$ cat src/abpd_pkg.sv
// Shared types, constants and register indexes for the audio burst pulse detector.
package abpd_pkg;

   // Field widths.
   localparam int SampleW  = 10;
   localparam int IntegW   = 16;
   localparam int RunW     = 11;
   localparam int SilenceW = 16;
   localparam int WidthW   = 8;
   localparam int CsrIdxW  = 3;
   localparam int CsrDataW = 16;

   // Pulse width is the run count divided by eight.
   localparam int WidthShift = 3;

   // Register indexes on the configuration port.
   localparam logic [CsrIdxW-1:0] CSR_THRESHOLD        = 3'd0;
   localparam logic [CsrIdxW-1:0] CSR_INTEGRATOR_LIMIT = 3'd1;
   localparam logic [CsrIdxW-1:0] CSR_INTEGRATOR_FLOOR = 3'd2;
   localparam logic [CsrIdxW-1:0] CSR_RUN_LIMIT        = 3'd3;
   localparam logic [CsrIdxW-1:0] CSR_RUN_FLOOR        = 3'd4;
   localparam logic [CsrIdxW-1:0] CSR_SILENCE_TIMEOUT  = 3'd5;

   // Register reset values.
   localparam logic [SampleW-1:0]  THRESHOLD_RST        = 10'd537;
   localparam logic [IntegW-1:0]   INTEGRATOR_LIMIT_RST = 16'd4000;
   localparam logic [IntegW-1:0]   INTEGRATOR_FLOOR_RST = 16'd200;
   localparam logic [RunW-1:0]     RUN_LIMIT_RST        = 11'd1024;
   localparam logic [RunW-1:0]     RUN_FLOOR_RST        = 11'd8;
   localparam logic [SilenceW-1:0] SILENCE_TIMEOUT_RST  = 16'd40000;

   // Largest value the silence counter can hold.
   localparam logic [SilenceW-1:0] SILENCE_MAX = {SilenceW{1'b1}};

   // Configuration register set.
   typedef struct packed {
      logic [SampleW-1:0]  threshold;
      logic [IntegW-1:0]   integrator_limit;
      logic [IntegW-1:0]   integrator_floor;
      logic [RunW-1:0]     run_limit;
      logic [RunW-1:0]     run_floor;
      logic [SilenceW-1:0] silence_timeout;
   } cfg_type;

   // One result item.
   typedef struct packed {
      logic              pulse_valid;
      logic [WidthW-1:0] burst_len;
      logic              silence_timeout_hit;
   } result_type;

endpackage

$ cat src/abpd_csr.sv
// Configuration register file of the audio burst pulse detector.
module abpd_csr (
   input  logic                            clock,
   input  logic                            reset,
   input  logic                            csr_we,
   input  logic [abpd_pkg::CsrIdxW-1:0]    csr_index,
   input  logic [abpd_pkg::CsrDataW-1:0]   csr_wdata,
   output abpd_pkg::cfg_type               cfg
);

   abpd_pkg::cfg_type cfg_ff;
   abpd_pkg::cfg_type cfg_in;

   // Decode a write into the addressed register; unknown indexes are dropped.
   always_comb begin
      cfg_in = cfg_ff;
      if (csr_we) begin
         case (csr_index)
            abpd_pkg::CSR_THRESHOLD:
               cfg_in.threshold = csr_wdata[abpd_pkg::SampleW-1:0];
            abpd_pkg::CSR_INTEGRATOR_LIMIT:
               cfg_in.integrator_limit = csr_wdata[abpd_pkg::IntegW-1:0];
            abpd_pkg::CSR_INTEGRATOR_FLOOR:
               cfg_in.integrator_floor = csr_wdata[abpd_pkg::IntegW-1:0];
            abpd_pkg::CSR_RUN_LIMIT:
               cfg_in.run_limit = csr_wdata[abpd_pkg::RunW-1:0];
            abpd_pkg::CSR_RUN_FLOOR:
               cfg_in.run_floor = csr_wdata[abpd_pkg::RunW-1:0];
            abpd_pkg::CSR_SILENCE_TIMEOUT:
               cfg_in.silence_timeout = csr_wdata[abpd_pkg::SilenceW-1:0];
            default: begin
               cfg_in = cfg_ff;
            end
         endcase
      end
   end

   // Register bank with its documented reset values.
   always_ff @(posedge clock) begin
      if (reset) begin
         cfg_ff.threshold        <= abpd_pkg::THRESHOLD_RST;
         cfg_ff.integrator_limit <= abpd_pkg::INTEGRATOR_LIMIT_RST;
         cfg_ff.integrator_floor <= abpd_pkg::INTEGRATOR_FLOOR_RST;
         cfg_ff.run_limit        <= abpd_pkg::RUN_LIMIT_RST;
         cfg_ff.run_floor        <= abpd_pkg::RUN_FLOOR_RST;
         cfg_ff.silence_timeout  <= abpd_pkg::SILENCE_TIMEOUT_RST;
      end else begin
         cfg_ff <= cfg_in;
      end
   end

   assign cfg = cfg_ff;

endmodule

$ cat src/abpd_core.sv
// Burst detection datapath: integrator, run counter and silence counter.
module abpd_core (
   input  logic                           clock,
   input  logic                           reset,
   input  logic                           step,
   input  logic [abpd_pkg::SampleW-1:0]   sample,
   input  abpd_pkg::cfg_type              cfg,
   output abpd_pkg::result_type           result
);

   logic [abpd_pkg::IntegW-1:0]   excess_sum_ff, excess_sum_in;
   logic [abpd_pkg::RunW-1:0]     run_count_ff, run_count_in;
   logic [abpd_pkg::SilenceW-1:0] silence_count_ff, silence_count_in;

   logic                          active;
   logic [abpd_pkg::SampleW-1:0]  excess;
   logic [abpd_pkg::IntegW:0]     sum_wide;
   logic [abpd_pkg::RunW:0]       run_wide;
   logic [abpd_pkg::SilenceW-1:0] silence_inc;
   logic [abpd_pkg::SilenceW-1:0] silence_upd;
   logic                          fire;
   logic                          hit;

   // Active sample: add the excess and extend the run, both clamped to their ceilings.
   assign active   = sample > cfg.threshold;
   assign excess   = sample - cfg.threshold;
   assign sum_wide = {1'b0, excess_sum_ff}
                   + {{(abpd_pkg::IntegW + 1 - abpd_pkg::SampleW){1'b0}}, excess};
   assign run_wide = {1'b0, run_count_ff} + {{abpd_pkg::RunW{1'b0}}, 1'b1};

   // A burst qualifies on a quiet sample when both accumulators exceed their floors.
   assign fire = !active && (run_count_ff > cfg.run_floor)
                 && (excess_sum_ff > cfg.integrator_floor);

   // Quiet samples count up to the top and hold there; a pulse clears the count.
   assign silence_inc = (silence_count_ff != abpd_pkg::SILENCE_MAX)
                        ? silence_count_ff + 1'b1 : silence_count_ff;

   always_comb begin
      if (active) begin
         silence_upd = silence_count_ff;
      end else if (fire) begin
         silence_upd = '0;
      end else begin
         silence_upd = silence_inc;
      end
   end

   // The timeout check follows the update on every sample.
   assign hit = silence_upd > cfg.silence_timeout;

   // Next state of the three accumulators.
   always_comb begin
      if (active) begin
         excess_sum_in = (sum_wide > {1'b0, cfg.integrator_limit})
                         ? cfg.integrator_limit : sum_wide[abpd_pkg::IntegW-1:0];
         run_count_in  = (run_wide > {1'b0, cfg.run_limit})
                         ? cfg.run_limit : run_wide[abpd_pkg::RunW-1:0];
      end else begin
         excess_sum_in = '0;
         run_count_in  = '0;
      end
      silence_count_in = hit ? '0 : silence_upd;
   end

   // State advances once per transferred sample.
   always_ff @(posedge clock) begin
      if (reset) begin
         excess_sum_ff    <= '0;
         run_count_ff     <= '0;
         silence_count_ff <= '0;
      end else if (step) begin
         excess_sum_ff    <= excess_sum_in;
         run_count_ff     <= run_count_in;
         silence_count_ff <= silence_count_in;
      end
   end

   // Result of this sample.
   assign result.pulse_valid         = fire;
   assign result.burst_len           = fire
      ? run_count_ff[abpd_pkg::WidthShift +: abpd_pkg::WidthW] : '0;
   assign result.silence_timeout_hit = hit;

endmodule

$ cat src/audio_burst_pulse_detector.sv
// Audio burst pulse detector: one sample in, one result out; a sample is taken
// into an input register, evaluated combinationally against the integrator, run
// and silence counters, and its result is held in an output register, so the
// block sustains one sample per clock while results are taken; a result passes
// through the input and output registers before it can be taken. It stalls only
// while the output register holds a result that has not been taken. The user must
// write configuration registers only while no sample is in flight; the block itself
// does not enforce this. A write takes effect on the next sample.
module audio_burst_pulse_detector (
   input  logic                            clock,
   input  logic                            reset,
   input  logic                            req_valid,
   output logic                            req_ready,
   input  logic [abpd_pkg::SampleW-1:0]    req_sample,
   output logic                            rsp_valid,
   input  logic                            rsp_ready,
   output logic                            rsp_pulse_valid,
   output logic [abpd_pkg::WidthW-1:0]     rsp_burst_len,
   output logic                            rsp_silence_timeout_hit,
   input  logic                            csr_we,
   input  logic [abpd_pkg::CsrIdxW-1:0]    csr_index,
   input  logic [abpd_pkg::CsrDataW-1:0]   csr_wdata
);

   abpd_pkg::cfg_type           cfg;
   abpd_pkg::result_type        result;

   logic                        in_valid_ff, in_valid_in;
   logic [abpd_pkg::SampleW-1:0] sample_ff;
   logic                        out_valid_ff, out_valid_in;
   abpd_pkg::result_type        out_ff;
   logic                        advance;

   abpd_csr u_csr (
      .clock     (clock),
      .reset     (reset),
      .csr_we    (csr_we),
      .csr_index (csr_index),
      .csr_wdata (csr_wdata),
      .cfg       (cfg)
   );

   abpd_core u_core (
      .clock  (clock),
      .reset  (reset),
      .step   (advance),
      .sample (sample_ff),
      .cfg    (cfg),
      .result (result)
   );

   // The held sample moves on whenever the output register is free or being drained.
   assign advance   = in_valid_ff && (!out_valid_ff || rsp_ready);
   assign req_ready = !in_valid_ff || advance;

   always_comb begin
      in_valid_in  = in_valid_ff;
      out_valid_in = out_valid_ff;
      if (req_ready) begin
         in_valid_in = req_valid;
      end
      if (advance) begin
         out_valid_in = 1'b1;
      end else if (rsp_ready) begin
         out_valid_in = 1'b0;
      end
   end

   // Handshake state.
   always_ff @(posedge clock) begin
      if (reset) begin
         in_valid_ff  <= 1'b0;
         out_valid_ff <= 1'b0;
      end else begin
         in_valid_ff  <= in_valid_in;
         out_valid_ff <= out_valid_in;
      end
   end

   // Payload registers.
   always_ff @(posedge clock) begin
      if (req_valid && req_ready) begin
         sample_ff <= req_sample;
      end
      if (advance) begin
         out_ff <= result;
      end
   end

   assign rsp_valid               = out_valid_ff;
   assign rsp_pulse_valid         = out_ff.pulse_valid;
   assign rsp_burst_len           = out_ff.burst_len;
   assign rsp_silence_timeout_hit = out_ff.silence_timeout_hit;

`ifndef NO_ASSERTIONS
   // A pulse clears the silence counter, so it can never flag a timeout too.
   assert property (@(posedge clock) disable iff (reset)
      out_valid_ff && out_ff.pulse_valid |-> !out_ff.silence_timeout_hit)
      else $error("pulse and timeout reported on the same sample");

   // Width is zero whenever no pulse is reported.
   assert property (@(posedge clock) disable iff (reset)
      out_valid_ff && !out_ff.pulse_valid |-> out_ff.burst_len == '0)
      else $error("nonzero pulse width without a pulse");

   // A sample that moves on always lands in the output register.
   assert property (@(posedge clock) disable iff (reset)
      advance |=> out_valid_ff)
      else $error("result lost after advancing");

   // A blocked sample stays put in the input register.
   assert property (@(posedge clock) disable iff (reset)
      in_valid_ff && !advance |=> in_valid_ff && $stable(sample_ff))
      else $error("stalled sample changed");
`endif

endmodule
$ cat config.mk
export PLATFORM = sky130hd
export DESIGN_NAME = audio_burst_pulse_detector
export DESIGN_NICKNAME = d
export VERILOG_FILES = /design/src/abpd_pkg.sv /design/src/abpd_csr.sv /design/src/abpd_core.sv /design/src/audio_burst_pulse_detector.sv
export SDC_FILE = /design/constraint.sdc
export NUM_CORES = 1
export LEC_CHECK = 0
export BUFFER_PORTS_ARGS = -buffer_cell sky130_fd_sc_hd__buf_2
export CAP_MARGIN = 25
export CORE_ASPECT_RATIO = 1.2
export CORE_MARGIN = 10
export CORE_UTILIZATION = 30
export DETAILED_ROUTE_END_ITERATION = 10
export REMOVE_ABC_BUFFERS = 1
export SETUP_SLACK_MARGIN = 0.2
export SLEW_MARGIN = 20
export SYNTH_ARGS = -nofsm -noshare
export SYNTH_HDL_FRONTEND = slang
export SYNTH_SLANG_ARGS = --single-unit
$ cat constraint.sdc
create_clock -name clock -period 6.41 [get_ports clock]
set_input_delay 0.9615 -clock clock [delete_from_list [all_inputs] [get_ports clock]]
set_output_delay 0.9615 -clock clock [all_outputs]
set_load 0.03 [all_outputs]
# After elaboration in Yosys (flattened, before gate mapping)
# Index checks and enable logic that the tools add are counted.
[totals]
word_cells = 58
ff_bits = 145
input_bits = 34
[classes]
add_sub_neg = 4
magnitude_cmp = 6
n_mux = 10
n_eq_ne = 6
n_reduce_logical = 17
[ops]
columns = ["operator", "count"]
rows = [
  ["$mux 16", 6],
  ["$gt 16x16->1", 2],
  ["$mux 11", 2],
  ["$add 16x10->17", 1],
  ["$gt 17x16->1", 1],
  ["$add 16x1->16 const B", 1],
  ["$ne 16x16->1 const B", 1],
  ["$add 11x1->12 const B", 1],
  ["$gt 12x11->1", 1],
  ["$reduce_and 2->1", 6],
  ["$gt 11x11->1", 1],
  ["$gt 10x10->1", 1],
  ["$sub 10x10->10", 1],
  ["$eq 3x2->1 const B", 2],
  ["$eq 3x3->1 const B", 2],
  ["$logic_and 1x1->1", 4],
  ["$eq 3x1->1 const B", 1],
  ["$logic_not 1->1", 3],
  ["$logic_not 3->1", 1],
  ["$logic_or 1x1->1", 2],
  ["$mux 1", 2],
  ["$reduce_bool 2->1", 1],
]

# Depth between registers and ports, before layout
[depth]
word_depth = 8
mapped_depth = 26

# Modules after synthesis
# A second synthesis with hierarchy kept.
[hier_totals]
cells_unflattened = 1043
hier_area_um2 = 9245.1
[modules_own_cells]
columns = ["module", "instances", "cells_each", "seq_area_each_um2", "area_per_inst_um2"]
rows = [
  ["abpd_core", 1, 714, 860.8, 5332.6],
  ["abpd_csr", 1, 299, 1601.5, 3208.1],
  ["audio_burst_pulse_detector", 1, 30, 640.6, 704.4],
]

# Least setup slack after synthesis
# Ideal clock, no wire load.
[synth_timing]
kind = "reg-to-reg"
from = "register sample_ff[1] (netlist bit)"
to = "register u_core.excess_sum_ff[13] (netlist bit)"
path_stages_with_launch = 24
arrival_ns = 4.765
period_less_slack_ns = 4.887
required_time_ns = 6.288
slack_ns = 1.523
setup_ns = 0.122
cell_sequence = "edfxtp_1 ha_1 nor2b_1 o21ai_0 a21boi_0 o21ai_0 a21o_1 nand2_1 xor2_1 ha_1 and3_1 o211ai_1 a31oi_1 nand3_1 xnor2_1 ha_1 nand4_1 nor4_1 o31ai_1 and3_1 o221a_2 buf_2 and2_1 a221o_1"
[synth_via]
elab_chain_len = 5
elab_cells_between_ends = 6
[synth_rtl]
columns = ["element", "line_no", "source"]
rows = [
  ["from (decl)", "audio_burst_pulse_detector.sv:29", "logic [abpd_pkg::SampleW-1:0] sample_ff;"],
  ["from (signal assigned)", "audio_burst_pulse_detector.sv:83", "sample_ff <= req_sample;"],
  ["$sub 10x10->10", "abpd_core.sv:26", "assign excess = sample - cfg.threshold;"],
  ["$add 16x10->17", "abpd_core.sv:28", "+ {{(abpd_pkg::IntegW + 1 - abpd_pkg::SampleW){1'b0}}, excess};"],
  ["$gt 17x16->1", "abpd_core.sv:55", "excess_sum_in = (sum_wide > {1'b0, cfg.integrator_limit})"],
  ["$mux 16", "abpd_core.sv:56", "? cfg.integrator_limit : sum_wide[abpd_pkg::IntegW-1:0];"],
  ["$mux 16 *", "abpd_core.sv:54", "if (active) begin"],
  ["to (signal assigned)", "abpd_core.sv:73", "excess_sum_ff <= excess_sum_in;"],
  ["to (decl)", "abpd_core.sv:11", "logic [abpd_pkg::IntegW-1:0] excess_sum_ff, excess_sum_in;"],
]
# Every way passes the cells marked *; elsewhere a longest branch is shown, timed or not.
# A chain may end at the register's enable or synchronous reset.

# Worst setup path in the final report
# Same ends and word-level chain as after synthesis.

==> out/results.ini <==
[outcome]
run_status=complete, no violations

[clock_network]
clkLatencyLatePin_ns=0.42
clkSlewWorstSetupHoldPaths_ns=0.06
cts_tree=built
clock_tree.root_cell=clkbuf_16
count_of_hold_fix_buffers_inserted_at_cts=0
post_cts_resized=0
tritoncts.num_buffers=17
cts_buffer_depth=2
clock_sinks=145
post-cts-setup-buffers=0
h_tree_depth=4

[route]
detailroute.via_count=7681
post_drt_via_cell_ratio=4.994
detail_route.wirelength_um=24180
wire_per_inst_um=15.72
detail-route-antenna-nets=0
drt_drc_violations_left=0
first_iter_violations=435
firstDrtPassIters=7

[hold_path]
worst_hold_path.num_cells=2
worstHoldEndpoint=u_csr.cfg[20]$_SDFFE_PP0P_
hold_startpoint=u_csr.cfg[20]$_SDFFE_PP0P_
hp-class=reg -> reg

[setup_path]
worst_setup_path_end_kind=flip-flop
critPathMaxFanout=18
timing_worst_setup_path_type=reg -> reg
reg2reg_depth=22
critPathRequiredTime_ns=6.71
regToRegStartpoint=sample_ff[1]$_DFFE_PP_
timing.critical_path.from_type=flip-flop
critical_path.reg2reg.endpoint=u_core.excess_sum_ff[13]$_SDFFE_PP0P_
arrival_ns=5.96
worst-r2r-setup-slack_ns=0.74

[pwr]
final_total_pwr_mw=2.281
power_density_nw_per_um2=224.5
ir_drop_v=0.0001985
power.leakage_nw=4.128

[die]
initial_utilization_pct=30.29
floorplan.die.height_um=209.2
dieWidth_um=177.6
placeableCoreArea_um2=29530
rows=69
io-pin-count=46
dieArea_um2=37150

[synth]
synth-async-reset-ratio_pct=0
synth_top_flop_cell=dfxtp_1
synth_seq_area_share_pct=34.69
synth.top_cell.area_share_pct=27.98
synthesis.area_per_instance_um2=8.088
netlist_instances=1106
yosys_register_bits=145
yosys_warns=0
synth_cell_types=61
count_of_flip_flops_with_a_built_in_enable_after_synthesis=20
netlist_top_cells_area=dfxtp_1 (28%), ha_1 (13%), nand2_1 (8.7%)
synth_top_area_cell=dfxtp_1
syn_area_um2=8945

[sta]
max_freq_mhz=176.4
timing.setup.tns_ns=0
slew_violations=0
post-route-period-util_pct=88.43
setup_repair_after_global_routing_missed_its_margin=no
hold_slack_ns=0.4549
finalCriticalPeriod_ns=5.668
maxSlewHeadroom_pct=31.36
timing_worst_slew_pin_value_ns=1.027
hold_viol=0
setup_viol_count_final=0
finClkSkew_ns=0.01307

[global_route]
grt_first_pass_wirelength_um=38850
initial_antenna_violation_count=0
pin_count_of_the_biggest_net_entering_global_routing=60
global_route.usage.total_pct=13.01
vias_in_the_first_global_route=7432
grt_overflow=0

[cells_and_area]
flow.area_growth_from_synthesis_pct=13.58
insertedDiodeCount=0
num-fill-cells=3104
finalNetCount=1265
final_layout_size_suffix_gt1_share_pct=9.146
sequential_cell_area_um2=3103
multiInputGateArea_um2=5303

[flow_run]
number_of_violations_of_the_max_capacitance_limit=0

[place]
buffer_ports.inserted=45
place.detailed.hpwl_um=18070
gpl.final_weighted_congestion=0.9078

-- cell families after synthesis --
family	share of synthesized area, %
AOI/OAI and AO/OA	17.43
xor gates and xnor gates	3.917
adders and majority gates	13.60
buffers and inverters	6.211
DFF	34.69
muxes	1.581
and+or+nand+nor	22.58
-- Yosys cell counts (all sizes together) (4+ instances only) --
| cell | instances |
|---|---|
| or2 | 6 |
| a21oi | 103 |
| nand2 | 208 |
| o211ai | 11 |
| mux2i | 13 |
| o311ai | 8 |
| edfxtp | 20 |
| a211o | 15 |
| nand3 | 27 |
| xor2 | 13 |
| o21a | 5 |
| and3 | 12 |
| a21o | 11 |
| or3 | 4 |
| buf | 9 |
| and2 | 22 |
| nor2 | 60 |
| ha | 94 |
| nor4 | 10 |
| nand2b | 6 |
| inv | 98 |
| a211oi | 8 |
| xnor2 | 27 |
| o22a | 4 |
| nor3 | 19 |
| a221o | 4 |
| nor3b | 7 |
| nor2b | 10 |
| o31ai | 11 |
| dfxtp | 125 |
| o22ai | 4 |
| nand4 | 24 |
| clkbuf | 36 |
| nand3b | 8 |
| o21ai | 33 |
-- flip-flops by register name, indices dropped and copies added, names as in the netlist --
signal                   cells
in_valid_ff                  1
rsp_burst_len                8
u_core.silence_count_ff     16
u_csr.cfg                   80
rsp_pulse_valid              1
u_core.excess_sum_ff        16
rsp_silence_timeout_hit      1
rsp_valid                    1
u_core.run_count_ff         11
sample_ff                   10
-- worst max-delay path by stage --
stage                                      start                                  endpoint  slack (ns)
after global placement    sample_ff[1]$_DFFE_PP_     u_core.excess_sum_ff[15]$_SDFFE_PP0P_        0.97
after global routing      sample_ff[1]$_DFFE_PP_     u_core.excess_sum_ff[13]$_SDFFE_PP0P_        0.32
after CTS                 sample_ff[1]$_DFFE_PP_     u_core.excess_sum_ff[13]$_SDFFE_PP0P_        0.76
final                     sample_ff[1]$_DFFE_PP_     u_core.excess_sum_ff[13]$_SDFFE_PP0P_        0.74
after floorplan           sample_ff[0]$_DFFE_PP_  u_core.silence_count_ff[14]$_SDFFE_PP0P_        1.09
after detailed placement  sample_ff[1]$_DFFE_PP_     u_core.excess_sum_ff[13]$_SDFFE_PP0P_        0.80
-- per-stage QoR --
step | utilization [%] | worst slack [ns] | cells | area, um^2
finish | 34.41 | 0.7415 | 1538 | 10160
CTS | 34.41 | 0.7563 | 1538 | 10160
global placement | 32.38 | 0.9664 | 1506 | 9562
detailed placement | 32.38 | 0.7994 | 1506 | 9562
global route | 34.41 | 0.3221 | 1538 | 10160
floorplan | - | 1.094 | 1061 | 8757
-- worst max-delay path, cell delays in order (launching register included) --
cell and delay (ns):
edfxtp_1 0.42, ha_1 0.32, nor2b_1 0.13, o21ai_0 0.20
a21boi_0 0.14, o21ai_0 0.24, a21o_1 0.17, nand2_1 0.07
xor2_1 0.15, ha_1 0.34, and3_1 0.17, o211ai_1 0.11
a31oi_1 0.48, nand3_1 0.16, xnor2_1 0.17, ha_1 0.30
nand4_1 0.10, nor4_1 0.43, o31ai_1 0.14, and3_1 0.19
o221a_2 0.48, and2_1 0.26, a221o_1 0.35
-- routing by layer --
layer	wire (um)	track usage [%]	share of wire, %	vias up
met5	0	0	0	-
li1	-	-	-	3918
met1	11020	16.15	46	3600
met4	462	4.203	1.9	0
met2	11990	22.45	50	134
met3	705	1.948	2.9	29
-- layout by cell type, fill, tap and decap left out, types with 10 or more instances in the layout --
cell type,netlist,final
o21ai_0,31,30
inv_1,98,98
dfxtp_1,125,125
nor2b_1,10,10
clkbuf_16,0,17
a211o_1,15,15
o31ai_1,11,10
a21o_1,11,11
mux2i_1,13,13
buf_4,3,10
a21oi_1,103,103
nand2_1,207,207
xor2_1,13,13
o211ai_1,11,11
edfxtp_1,20,20
ha_1,94,94
and2_1,21,21
xnor2_1,27,27
nand4_1,23,23
nor3_1,19,19
and3_1,12,12
nand3_1,27,27
buf_2,6,45
nor2_1,60,59
-- power breakdown --
group	switching, mW	internal, mW	total (mW)
Combinational	0.194	0.113	0.308
Clock	0.404	0.607	1.01
Sequential	0.0166	0.946	0.962
Total	0.615	1.67	2.28
-- final cells by class --
class	count	area share (%)
multi-input cells	818	52.19
flip-flops and latches	145	30.54
well taps	390	4.803
clock buffers	21	4.631
inverters	98	3.621
repair buffers	55	2.956
clock inverters	11	1.256
Power figures use the tool's default switching activity.
